$ cat src/design/pwmfd_pkg.sv
`timescale 1ns / 1ps

package pwmfd_pkg;

  // Field widths of the channels
  localparam int TIME_W   = 16;
  localparam int TICK_W   = 24;
  localparam int FREQ_W   = 16;
  localparam int DUTY_W   = 14;
  localparam int STATUS_W = 2;

  // Default capture counter width
  localparam int COUNTER_BITS_DEF = 16;

  // Depth of the queue between capture front and divider back
  localparam int QUEUE_DEPTH = 2;

  // Reset value of the tick rate register
  localparam logic [TICK_W-1:0] TICK_RATE_RESET = 24'd1000000;

  // Saturation limits; duty full scale is also the duty multiplier
  localparam logic [FREQ_W-1:0] FREQ_MAX  = 16'hFFFF;
  localparam logic [DUTY_W-1:0] DUTY_FULL = 14'd10000;

  // Result status codes
  localparam logic [STATUS_W-1:0] STATUS_OK          = 2'd0;
  localparam logic [STATUS_W-1:0] STATUS_ZERO_PERIOD = 2'd1;
  localparam logic [STATUS_W-1:0] STATUS_FREQ_SAT    = 2'd2;

endpackage

$ cat src/design/pwmfd_if.sv
`timescale 1ns / 1ps

// Capture event channel
interface pwmfd_in_if;
  logic                          valid;
  logic                          ready;
  logic [pwmfd_pkg::TIME_W-1:0]  rise_time;
  logic [pwmfd_pkg::TIME_W-1:0]  fall_time;

  modport source (output valid, output rise_time, output fall_time, input ready);
  modport sink   (input valid, input rise_time, input fall_time, output ready);
endinterface

// Measurement result channel
interface pwmfd_out_if;
  logic                            valid;
  logic                            ready;
  logic [pwmfd_pkg::FREQ_W-1:0]    frequency_hz;
  logic [pwmfd_pkg::DUTY_W-1:0]    duty_hundredths;
  logic [pwmfd_pkg::STATUS_W-1:0]  status;

  modport source (output valid, output frequency_hz, output duty_hundredths,
                  output status, input ready);
  modport sink   (input valid, input frequency_hz, input duty_hundredths,
                  input status, output ready);
endinterface

// Tick rate register write channel
interface pwmfd_cfg_if;
  logic                          valid;
  logic                          ready;
  logic [pwmfd_pkg::TICK_W-1:0]  tick_rate_hz;

  modport source (output valid, output tick_rate_hz, input ready);
  modport sink   (input valid, input tick_rate_hz, output ready);
endinterface

$ cat src/design/pwmfd_queue.sv
`timescale 1ns / 1ps

module pwmfd_queue #(
  parameter int DataW = 8,
  parameter int Depth = pwmfd_pkg::QUEUE_DEPTH
) (
  input  logic             clk,
  input  logic             rst_n,
  input  logic             push,
  input  logic [DataW-1:0] push_data,
  output logic             full,
  input  logic             pop,
  output logic             not_empty,
  output logic [DataW-1:0] pop_data
);

  localparam int PtrW = (Depth > 1) ? $clog2(Depth) : 1;
  localparam int CntW = $clog2(Depth + 1);

  logic [DataW-1:0] mem_r [Depth];
  logic [PtrW-1:0]  wr_ptr_r;
  logic [PtrW-1:0]  rd_ptr_r;
  logic [CntW-1:0]  count_r;

  assign full      = (count_r == CntW'(Depth));
  assign not_empty = (count_r != '0);
  assign pop_data  = mem_r[rd_ptr_r];

  // Store the pushed beat
  always_ff @(posedge clk) begin
    if (push) begin
      mem_r[wr_ptr_r] <= push_data;
    end
  end

  // Advance pointers and count
  always_ff @(posedge clk) begin
    if (!rst_n) begin
      wr_ptr_r <= '0;
      rd_ptr_r <= '0;
      count_r  <= '0;
    end else begin
      if (push) begin
        wr_ptr_r <= (wr_ptr_r == PtrW'(Depth - 1)) ? '0 : wr_ptr_r + 1'b1;
      end
      if (pop) begin
        rd_ptr_r <= (rd_ptr_r == PtrW'(Depth - 1)) ? '0 : rd_ptr_r + 1'b1;
      end
      if (push && !pop) begin
        count_r <= count_r + 1'b1;
      end else if (pop && !push) begin
        count_r <= count_r - 1'b1;
      end
    end
  end

endmodule

$ cat src/design/pwmfd_front.sv
`timescale 1ns / 1ps

module pwmfd_front #(
  parameter int  CounterBits = pwmfd_pkg::COUNTER_BITS_DEF,
  localparam int HighW       = CounterBits + pwmfd_pkg::DUTY_W,
  localparam int EntryW      = 1 + HighW + CounterBits
) (
  input  logic              clk,
  input  logic              rst_n,
  pwmfd_in_if.sink          in_ch,
  input  logic              q_full,
  output logic              q_push,
  output logic [EntryW-1:0] q_data
);

  logic                   armed_r;
  logic [CounterBits-1:0] start_r;
  logic                   accept;
  logic [CounterBits-1:0] rise_m;
  logic [CounterBits-1:0] fall_m;
  logic [CounterBits-1:0] period;
  logic [CounterBits-1:0] high;
  logic [HighW-1:0]       high_scaled;

  assign in_ch.ready = !q_full;
  assign accept      = in_ch.valid && in_ch.ready;

  // Mask timestamps to the counter width and take wrapped differences
  assign rise_m      = CounterBits'(in_ch.rise_time);
  assign fall_m      = CounterBits'(in_ch.fall_time);
  assign period      = rise_m - start_r;
  assign high        = fall_m - start_r;
  assign high_scaled = HighW'(high) * HighW'(pwmfd_pkg::DUTY_FULL);

  // Queue a measurement on the closing edge of a period
  assign q_push = accept && armed_r;
  assign q_data = {(period == '0), high_scaled, period};

  // Hold the period start and toggle armed on each accepted beat
  always_ff @(posedge clk) begin
    if (!rst_n) begin
      armed_r <= 1'b0;
      start_r <= '0;
    end else if (accept) begin
      armed_r <= !armed_r;
      if (!armed_r) begin
        start_r <= rise_m;
      end
    end
  end

endmodule

$ cat src/design/pwmfd_back.sv
`timescale 1ns / 1ps

module pwmfd_back #(
  parameter int  CounterBits = pwmfd_pkg::COUNTER_BITS_DEF,
  localparam int HighW       = CounterBits + pwmfd_pkg::DUTY_W,
  localparam int EntryW      = 1 + HighW + CounterBits
) (
  input  logic              clk,
  input  logic              rst_n,
  input  logic              q_valid,
  input  logic [EntryW-1:0] q_data,
  output logic              q_pop,
  pwmfd_cfg_if.sink         cfg_ch,
  pwmfd_out_if.source       out_ch
);

  localparam int DivW = (pwmfd_pkg::TICK_W > HighW) ? pwmfd_pkg::TICK_W : HighW;
  localparam int CntW = $clog2(DivW);

  typedef enum logic [1:0] {
    S_IDLE,
    S_DIV,
    S_PACK,
    S_OUT
  } state_t;

  state_t                            state_r;
  logic [pwmfd_pkg::TICK_W-1:0]      tick_r;
  logic [CounterBits-1:0]            div_r;
  logic [DivW-1:0]                   fa_r;
  logic [CounterBits-1:0]            fr_r;
  logic [DivW-1:0]                   da_r;
  logic [CounterBits-1:0]            dr_r;
  logic [CntW-1:0]                   cnt_r;
  logic [pwmfd_pkg::FREQ_W-1:0]      freq_r;
  logic [pwmfd_pkg::DUTY_W-1:0]      duty_r;
  logic [pwmfd_pkg::STATUS_W-1:0]    status_r;

  logic                              e_zero;
  logic [HighW-1:0]                  e_high;
  logic [CounterBits-1:0]            e_period;
  logic [CounterBits:0]              fsh;
  logic [CounterBits:0]              dsh;
  logic [CounterBits:0]              fdiff;
  logic [CounterBits:0]              ddiff;
  logic                              fge;
  logic                              dge;
  logic [DivW-1:0]                   fa_nxt;
  logic [CounterBits-1:0]            fr_nxt;
  logic [DivW-1:0]                   da_nxt;
  logic [CounterBits-1:0]            dr_nxt;

  assign {e_zero, e_high, e_period} = q_data;

  assign q_pop        = (state_r == S_IDLE) && q_valid;
  assign cfg_ch.ready = 1'b1;

  assign out_ch.valid           = (state_r == S_OUT);
  assign out_ch.frequency_hz    = freq_r;
  assign out_ch.duty_hundredths = duty_r;
  assign out_ch.status          = status_r;

  // One restoring division step per cycle on both lanes
  always_comb begin
    fsh    = {fr_r, fa_r[DivW-1]};
    dsh    = {dr_r, da_r[DivW-1]};
    fdiff  = fsh - {1'b0, div_r};
    ddiff  = dsh - {1'b0, div_r};
    fge    = (fsh >= {1'b0, div_r});
    dge    = (dsh >= {1'b0, div_r});
    fr_nxt = fge ? fdiff[CounterBits-1:0] : fsh[CounterBits-1:0];
    dr_nxt = dge ? ddiff[CounterBits-1:0] : dsh[CounterBits-1:0];
    fa_nxt = {fa_r[DivW-2:0], fge};
    da_nxt = {da_r[DivW-2:0], dge};
  end

  // Hold tick rate register
  always_ff @(posedge clk) begin
    if (!rst_n) begin
      tick_r <= pwmfd_pkg::TICK_RATE_RESET;
    end else if (cfg_ch.valid && cfg_ch.ready) begin
      tick_r <= cfg_ch.tick_rate_hz;
    end
  end

  // Sequence: load, divide, saturate, present result; a zero period skips to the result
  always_ff @(posedge clk) begin
    if (!rst_n) begin
      state_r <= S_IDLE;
    end else begin
      case (state_r)
        S_IDLE: begin
          if (q_valid) begin
            if (e_zero) begin
              freq_r   <= '0;
              duty_r   <= '0;
              status_r <= pwmfd_pkg::STATUS_ZERO_PERIOD;
              state_r  <= S_OUT;
            end else begin
              div_r   <= e_period;
              fa_r    <= DivW'(tick_r);
              da_r    <= DivW'(e_high);
              fr_r    <= '0;
              dr_r    <= '0;
              cnt_r   <= '0;
              state_r <= S_DIV;
            end
          end
        end
        S_DIV: begin
          fa_r  <= fa_nxt;
          fr_r  <= fr_nxt;
          da_r  <= da_nxt;
          dr_r  <= dr_nxt;
          cnt_r <= cnt_r + 1'b1;
          if (cnt_r == CntW'(DivW - 1)) begin
            state_r <= S_PACK;
          end
        end
        S_PACK: begin
          if (fa_r > DivW'(pwmfd_pkg::FREQ_MAX)) begin
            freq_r   <= pwmfd_pkg::FREQ_MAX;
            status_r <= pwmfd_pkg::STATUS_FREQ_SAT;
          end else begin
            freq_r   <= fa_r[pwmfd_pkg::FREQ_W-1:0];
            status_r <= pwmfd_pkg::STATUS_OK;
          end
          if (da_r > DivW'(pwmfd_pkg::DUTY_FULL)) begin
            duty_r <= pwmfd_pkg::DUTY_FULL;
          end else begin
            duty_r <= da_r[pwmfd_pkg::DUTY_W-1:0];
          end
          state_r <= S_OUT;
        end
        S_OUT: begin
          if (out_ch.ready) begin
            state_r <= S_IDLE;
          end
        end
        default: begin
          state_r <= S_IDLE;
        end
      endcase
    end
  end

endmodule

$ cat src/design/pwm_input_frequency_duty_top.sv
`timescale 1ns / 1ps
// Flow: an armed beat is queued, then the sequencer loads it, divides, saturates and
//   presents the result; a zero period goes from the load straight to the result.
// Back-pressure: the one bit per cycle divider takes a new queue entry only after the
//   last result is accepted; a two-entry queue lets capture beats arrive while it runs.
// Reset: synchronous active-low rst_n disarms, clears the period start, queue and
//   sequencer, and loads the tick rate with 1000000.

module pwm_input_frequency_duty_top #(
  parameter int CounterBits = pwmfd_pkg::COUNTER_BITS_DEF
) (
  input  logic         clk,
  input  logic         rst_n,
  pwmfd_in_if.sink     in_ch,
  pwmfd_out_if.source  out_ch,
  pwmfd_cfg_if.sink    cfg_ch
);

  localparam int HighW  = CounterBits + pwmfd_pkg::DUTY_W;
  localparam int EntryW = 1 + HighW + CounterBits;

  logic              q_push;
  logic              q_full;
  logic              q_pop;
  logic              q_valid;
  logic [EntryW-1:0] q_wdata;
  logic [EntryW-1:0] q_rdata;

  // Capture front: arm and take period/high differences
  pwmfd_front #(.CounterBits(CounterBits)) u_front (
    .clk    (clk),
    .rst_n  (rst_n),
    .in_ch  (in_ch),
    .q_full (q_full),
    .q_push (q_push),
    .q_data (q_wdata)
  );

  // Decouple front and divider
  pwmfd_queue #(.DataW(EntryW), .Depth(pwmfd_pkg::QUEUE_DEPTH)) u_queue (
    .clk       (clk),
    .rst_n     (rst_n),
    .push      (q_push),
    .push_data (q_wdata),
    .full      (q_full),
    .pop       (q_pop),
    .not_empty (q_valid),
    .pop_data  (q_rdata)
  );

  // Divider back: frequency and duty
  pwmfd_back #(.CounterBits(CounterBits)) u_back (
    .clk     (clk),
    .rst_n   (rst_n),
    .q_valid (q_valid),
    .q_data  (q_rdata),
    .q_pop   (q_pop),
    .cfg_ch  (cfg_ch),
    .out_ch  (out_ch)
  );

`ifndef SYNTHESIS
  // Front never pushes into a full queue
  a_no_overflow: assert property (@(posedge clk) disable iff (!rst_n)
    q_push |-> !q_full)
    else $error("push into full queue");

  // A zero period reports zero frequency and duty
  a_zero_period: assert property (@(posedge clk) disable iff (!rst_n)
    out_ch.valid && (out_ch.status == pwmfd_pkg::STATUS_ZERO_PERIOD) |->
      (out_ch.frequency_hz == '0) && (out_ch.duty_hundredths == '0))
    else $error("zero period result not cleared");

  // Saturated frequency status carries the full-scale frequency
  a_freq_sat: assert property (@(posedge clk) disable iff (!rst_n)
    out_ch.valid && (out_ch.status == pwmfd_pkg::STATUS_FREQ_SAT) |->
      (out_ch.frequency_hz == pwmfd_pkg::FREQ_MAX))
    else $error("saturated status without full-scale frequency");

  // Duty never exceeds full scale
  a_duty_range: assert property (@(posedge clk) disable iff (!rst_n)
    out_ch.valid |-> (out_ch.duty_hundredths <= pwmfd_pkg::DUTY_FULL))
    else $error("duty above full scale");
`endif

endmodule
$ cat src/flat_wrapper.sv
// flat-port wrapper written by rule: the top's interface ports become plain ports
module pwm_input_frequency_duty_top_flat 
#(
  parameter int CounterBits = pwmfd_pkg::COUNTER_BITS_DEF
)
  (clk, rst_n, in_ch_valid, in_ch_rise_time, in_ch_fall_time, in_ch_ready, out_ch_valid, out_ch_frequency_hz, out_ch_duty_hundredths, out_ch_status, out_ch_ready, cfg_ch_valid, cfg_ch_tick_rate_hz, cfg_ch_ready);
  pwmfd_in_if in_ch_i ();
  pwmfd_out_if out_ch_i ();
  pwmfd_cfg_if cfg_ch_i ();
  input  logic clk;
  input  logic rst_n;
  input wire logic [$bits(in_ch_i.valid)-1:0] in_ch_valid;
  input wire logic [$bits(in_ch_i.rise_time)-1:0] in_ch_rise_time;
  input wire logic [$bits(in_ch_i.fall_time)-1:0] in_ch_fall_time;
  output wire logic [$bits(in_ch_i.ready)-1:0] in_ch_ready;
  output wire logic [$bits(out_ch_i.valid)-1:0] out_ch_valid;
  output wire logic [$bits(out_ch_i.frequency_hz)-1:0] out_ch_frequency_hz;
  output wire logic [$bits(out_ch_i.duty_hundredths)-1:0] out_ch_duty_hundredths;
  output wire logic [$bits(out_ch_i.status)-1:0] out_ch_status;
  input wire logic [$bits(out_ch_i.ready)-1:0] out_ch_ready;
  input wire logic [$bits(cfg_ch_i.valid)-1:0] cfg_ch_valid;
  input wire logic [$bits(cfg_ch_i.tick_rate_hz)-1:0] cfg_ch_tick_rate_hz;
  output wire logic [$bits(cfg_ch_i.ready)-1:0] cfg_ch_ready;
  assign in_ch_i.valid = in_ch_valid;
  assign in_ch_i.rise_time = in_ch_rise_time;
  assign in_ch_i.fall_time = in_ch_fall_time;
  assign in_ch_ready = in_ch_i.ready;
  assign out_ch_valid = out_ch_i.valid;
  assign out_ch_frequency_hz = out_ch_i.frequency_hz;
  assign out_ch_duty_hundredths = out_ch_i.duty_hundredths;
  assign out_ch_status = out_ch_i.status;
  assign out_ch_i.ready = out_ch_ready;
  assign cfg_ch_i.valid = cfg_ch_valid;
  assign cfg_ch_i.tick_rate_hz = cfg_ch_tick_rate_hz;
  assign cfg_ch_ready = cfg_ch_i.ready;
  pwm_input_frequency_duty_top #(.CounterBits(CounterBits)) u_core (.clk(clk), .rst_n(rst_n), .in_ch(in_ch_i), .out_ch(out_ch_i), .cfg_ch(cfg_ch_i));
endmodule
$ cat config.mk
export PLATFORM = sky130hd
export DESIGN_NAME = pwm_input_frequency_duty_top_flat
export DESIGN_NICKNAME = d
export VERILOG_FILES = /design/src/design/pwmfd_pkg.sv /design/src/design/pwmfd_if.sv /design/src/design/pwmfd_queue.sv /design/src/design/pwmfd_front.sv /design/src/design/pwmfd_back.sv /design/src/design/pwm_input_frequency_duty_top.sv /design/src/flat_wrapper.sv
export SDC_FILE = /design/constraint.sdc
export NUM_CORES = 1
export LEC_CHECK = 0
export BUFFER_PORTS_ARGS = -buffer_cell sky130_fd_sc_hd__buf_2
export CAP_MARGIN = 5
export CORE_MARGIN = 8
export CORE_UTILIZATION = 50
export DETAILED_ROUTE_END_ITERATION = 16
export GPL_TIMING_DRIVEN = 1
export PLACE_DENSITY = 0.74
export SYNTH_ARGS = -nofsm -noshare
export SYNTH_HDL_FRONTEND = slang
export SYNTH_HIERARCHICAL = 1
export SYNTH_SLANG_ARGS = --single-unit
$ cat constraint.sdc
create_clock -name clk -period 10.55 [get_ports clk]
set_clock_uncertainty 0.05 [all_clocks]
set_input_delay 1.055 -clock clk [delete_from_list [all_inputs] [get_ports clk]]
set_output_delay 1.055 -clock clk [all_outputs]
set_load 0.005 [all_outputs]
Word level (Yosys, flattened, before mapping) --
Memories as Yosys holds them, arrays and structs flattened. A register that Yosys moved wholly into a read port is not among the register bits. Cells that the tools add are included.
Word-level totals: RAM bits 86, memories 1, input port bits 61, logic and storage cells 103, output and inout bits 35, bits in registers 192
Cells by class: add/sub/neg operators 9, multipliers 1, magnitude comparators 4, mux-type cells 40, equality and inequality tests 10, bitwise gates (word level) 2, reduce and logical (&&, ||, !) cells 20
Memories:
- u_core.u_queue.mem_r | words 2, width 43, rd ports 1, clocked after Yosys merged registers in 1, wr ports 1, RTL line pwmfd_queue.sv:20 | logic [DataW-1:0] mem_r [Depth];
Operators with widths (number):
- two-way mux 30 bit | 4
- one-hot mux 30 bit (2 select lines) | 2
- two-way mux 16 bit | 7
- one-hot mux 16 bit (2 select lines) | 3
- subtractor 16 bit | 4
- two-way mux 14 bit | 3
- >= comparator 17 x 16 -> 1 bit | 2
- greater-than comparator 30 x 14 -> 1 bit (second input constant) | 1
- greater-than comparator 30 x 16 -> 1 bit (second input constant) | 1
- one-hot mux 14 bit (2 select lines) | 1
- multiplier 16 x 10 -> 26 bit (second input constant) | 1
- two-way mux 2 bit | 9
- zero test 16 bit | 1
- AND reduction 4 bit | 3
- two-way mux 5 bit | 2
- one-hot mux 5 bit (2 select lines) | 1
- one-hot mux 2 bit (4 select lines) | 1
- nonzero test 2 bit | 4
- equality test 2 bit (second input constant) | 3
- two-way mux 1 bit | 6
- != test 2 bit (second input constant) | 3
- adder 5 x 1 -> 5 bit (second input constant) | 1
- equality test 5 bit (second input constant) | 1
- logical AND 1 bit | 5
- 11 further kinds | 17

Logic depth before layout (Yosys ltp) --
depth in word-level cells 8, mapped depth 29, mapped depth without buffers 29

By module --
Netlist, hierarchy kept.
Modules (own cells, without submodules):
- pwmfd_back | sequential area each 4874.7 µm², area an instance 8799.7 µm², cells an instance 721, times used 1
- pwmfd_front | sequential area each 340.3 µm², area an instance 4639.4 µm², cells an instance 574, times used 1
- pwmfd_queue | sequential area each 2922.8 µm², area an instance 3619.7 µm², cells an instance 168, times used 1

Worst setup path before layout --
OpenSTA, ideal clock, no wires.
path type input-to-reg, start point input port in_ch_fall_time[2], end point memory u_core/u_queue/mem_r[0][42] (netlist bit), data pin, data required time 10232 ps, slack 3577 ps, setup time 268 ps, buffers on the path 0, cell stages on the path 25, arrival time 6655 ps, cells stage by stage ha_1 > nor2b_1 > o21ai_0 > a21boi_0 > o211a_1 > or3_1 > a21oi_1 > xor2_1 > inv_1 > ha_1 > xor2_1 > ha_1 > fa_1 > ha_1 > inv_1 > fa_1 > inv_1 > ha_1 > a21oi_1 > o21ai_0 > a311oi_1 > nor2_1 > o21ai_0 > mux2i_1 > nand3_1
RTL lines:
- start: declaration | RTL line flat_wrapper.sv:14 | input wire logic [$bits(in_ch_i.fall_time)-1:0] in_ch_fall_time;
- end: declaration | RTL line pwmfd_queue.sv:20

==> reports/summary.md <==
After routing the design area is 18900 sq um. The number of enable-type register cells in the synthesized netlist was 239; the data arrival time of the critical path was 7420 ps. The count of buffers added by post-CTS timing repair for setup was 0. In this design, the critical path's most frequently occurring cell is ha_1.

Along the worst path, the maximum fanout reaches 4. During placement, the flow inserted port buffers numbering 94. The tools report the via count of the first global-routing pass as 10.9k. Among all stages on the critical path, the largest delay is contributed by fa_1. At the worst endpoint, the required time is 10780 ps. After floorplanning, the core was divided into 67 placement rows. Timing analysis after detailed placement gives a worst setup slack of 2860 ps.

The fraction of registers with async set or reset after synthesis is 0, and the violation count after the first detailed-route iteration is 667. The tightest slew margin relative to the limit came out at 0.220. For the register area share after synthesis, the log shows 0.477. The category of the worst setup path launch point was an input port. The count of cells in the finished layout, fillers not included, comes to 2024.

The shortest clock period the worst path allows after layout came out at 7190 ps. TritonCTS built the clock tree. The run gives 0 as the post-cts repair resize count. The worst hold path belongs to the class flip-flop to flip-flop. The via density per instance is 5.44, and the sum of negative setup slack is 0 ps. The detailed router placed 11.0k vias in this run.

The number of clock sinks seen by CTS was 287; the post-CTS clock slew at the launch and capture registers of the worst setup and hold paths was 60 ps. The flip-flop and latch count after synthesis was 287. The final critical-path share of the clock period was 0.681; the maximum number of pins on one net before global-route repair was 74.

The setup-violating endpoint count in the final report is 0. The longest clock path from root to sink contains 3 buffers. The tools report the global-route total usage across every layer as 0.164. After layout, the worst setup slack is 3360 ps. The flow ran to the end, and the final reports show no timing, DRC or antenna violations. The met2 track demand over resource in global routing was 0.259; the final count of pins violating max slew was 0. The layout cell share with drive strength beyond 1 is 0.180, and the number of buffers created by CTS is 30.

In this run the vertical extent of the chip is 201 um. The detailed-placement wirelength estimate is 24700 um. The weighted congestion at the end of routability-driven global placement was 0.900. The sum of overflow across all layers after global routing is 0. In the routed design, unresolved DRC markers number 0.

The run gives 1 as the total number of H-tree levels. The mean routed wirelength per cell works out to 16.7 um. In this run the cell area measured after placement is 18000 sq um.

In this design, the stage delay of the slowest critical-path cell is 490 ps. Across the run, the number of max-cap violations was 0. In this run the most used layer during global routing was met2. The critical path in this run is classified as input port to flip-flop.

In this run the count of I/O pins placed on the die edge is 96. Setup repair after global routing left no endpoint under its margin. For this run, the top clock speed supported by timing is 0.139 GHz. The number of warning messages in the yosys log came out at 6. For the total number of nets in the final design, the log shows 1791. The clock reaches the later pin of the worst-skew pair after 550 ps.

For this block, the routed nets add up to 33800 um of wire. The layout overhead on the synthesized area is 11.0%. After synthesis, the netlist uses 79 different library cells.

Synthesis produced 1463 cells. The die outline area came out at 40300 sq um. After filler insertion, the fill cell instance count of the layout stands at 2772. The first global-routing pass estimated 55800 um of wire. The number of hold buffers added after CTS was 0. In the synthesized netlist the dominant register cell turns out to be edfxtp_1. The logs give 0.0261 for the met3 track utilization from global routing and 33500 sq um for the area of the core.

Mean instance size in the synthesized netlist: 11.7 sq um. The first-pass iteration count of the detailed router came out at 7. In this run the horizontal extent of the chip is 201 um. CTS placed an instance of clkbuf_16 at the clock tree root. Global-route met1 utilization: 0.231. The worst-margin pin slew came out at 1170 ps. The critical path endpoint category was a flip-flop.

Once placement completed, the tool counted placed cells totaling 1968. In this run the remaining antenna-violating nets after routing total 0. The count of antenna diodes in the layout was 0; the starting utilization of the core area was 0.509. The synthesized netlist occupies a cell area of 17100 sq um. The tools report the number of antenna violations at the first check in global routing as 0. The number of hold violations in the final report came out at 0.
routing by layer:
metal / vias up / routed length, um
li1: 5426 / -
met1: 5253 / 16100
met2: 273 / 14900
met3: 51 / 1910
met4: 0 / 912
met5: - / 0
area by class of cell:
class                           instances  area, sq um  share of cell area
Clock buffer                           36          795              0.0420
Clock inverter                         20          185             0.00978
Inverter                              150          563              0.0297
Multi-Input combinational cell        980         8150               0.431
Sequential cell                       287         8140               0.430
Tap cell                              448          561              0.0296
Timing Repair Buffer                  103          538              0.0284
logic make-up (layout without fill, tap and decap cells):
group	count (synthesis)	after routing	share of synthesized area
and+or+nand+nor	331	331	0.0947
DFF	287	287	0.477
AOI/OAI and AO/OA	243	243	0.100
buffers and inverters	199	309	0.0481
adders and majority gates	178	178	0.147
muxes	150	150	0.0953
xor gates and xnor gates	73	73	0.0375
other	2	5	0.000440
path summary, 6_finish.rpt:
| check | from | to | slack, ps | cells past startpoint |
|---|---|---|---|---|
| max reg2reg | u_core/u_front/start_r[0] | u_core/u_queue/mem_r[0][45] | 3500 | 27 |
| min | u_core/u_front/start_r[3] | u_core/u_front/start_r[3] | 420 | 2 |
| max | in_ch_fall_time[0] | u_core/u_queue/mem_r[0][45] | 3360 | 29 |
| min reg2reg | u_core/u_front/start_r[3] | u_core/u_front/start_r[3] | 420 | 2 |
synth_stat cells, types with 21 or more instances:
cell	n	share of area
edfxtp_1	239	0.42
inv_1	149	0.033
ha_1	141	0.10
mux2_2	99	0.065
nor2_1	98	0.022
nand2_1	78	0.017
a21oi_1	52	0.015
mux2i_1	51	0.030
dfxtp_1	48	0.056
o21ai_0	42	0.012
xnor2_1	39	0.020
fa_1	37	0.043
xor2_1	34	0.017
a21o_1	31	0.014
and2_1	28	0.010
clkbuf_1	25	0.0055
nor3_1	24	0.0070
a21boi_0	21	0.0092
registers in the layout, summed over array words and instances (netlist names), named ones only:
| signal | flops |
|---|---|
| u_core/u_back/cnt_r | 5 |
| u_core/u_back/da_r | 30 |
| u_core/u_back/div_r | 16 |
| u_core/u_back/dr_r | 16 |
| u_core/u_back/fa_r | 30 |
| u_core/u_back/fr_r | 16 |
| u_core/u_back/out_ch.duty_hundredths | 14 |
| u_core/u_back/out_ch.frequency_hz | 16 |
| u_core/u_back/out_ch.status | 2 |
| u_core/u_back/state_r | 2 |
| u_core/u_back/tick_r | 24 |
| u_core/u_front/armed_r | 1 |
| u_core/u_front/start_r | 16 |
| u_core/u_queue/count_r | 2 |
| u_core/u_queue/mem_r | 94 |
| u_core/u_queue/rd_ptr_r | 1 |
| u_core/u_queue/wr_ptr_r | 1 |
layout by cell type, fill, tap and decap left out, types with 4 or more instances in the layout:
cell,instances
a211oi_1,8
a21boi_0,21
a21o_1,31
a21oi_1,50
a31oi_1,9
and2_1,27
and3_1,6
buf_2,94
buf_4,9
clkbuf_1,5
clkbuf_16,31
clkinv_1,7
clkinv_2,6
conb_1,5
dfxtp_1,47
edfxtp_1,239
fa_1,37
ha_1,140
inv_1,149
mux2_2,99
mux2i_1,51
nand2_1,78
nand2b_1,10
nand3_1,16
nand3b_1,4
nand4_1,10
nor2_1,98
nor2b_1,17
nor3_1,24
nor4_1,12
o211ai_1,13
o21a_1,9
o21ai_0,42
o21bai_1,6
o31ai_1,5
or2_2,10
or3_1,5
xnor2_1,39
xor2_1,34
metrics by stage:
stage               utilization  hold WS (ps)
floorplan                     -           387
global placement          0.535           399
detailed placement        0.535           408
CTS                       0.565           417
global route              0.565           436
finish                    0.565           417
critical path: cells and delay by family:
| kind | cells | cell delay [ps] |
|---|---|---|
| compound gates | 10 | 2080 |
| xor+xnor | 3 | 700 |
| buf+inv | 5 | 330 |
| fa+ha+maj | 8 | 2690 |
| simple gates | 3 | 530 |
Power is not shown: default switching activity piles up to over one toggle a cycle in this logic, so the estimate is an artifact.
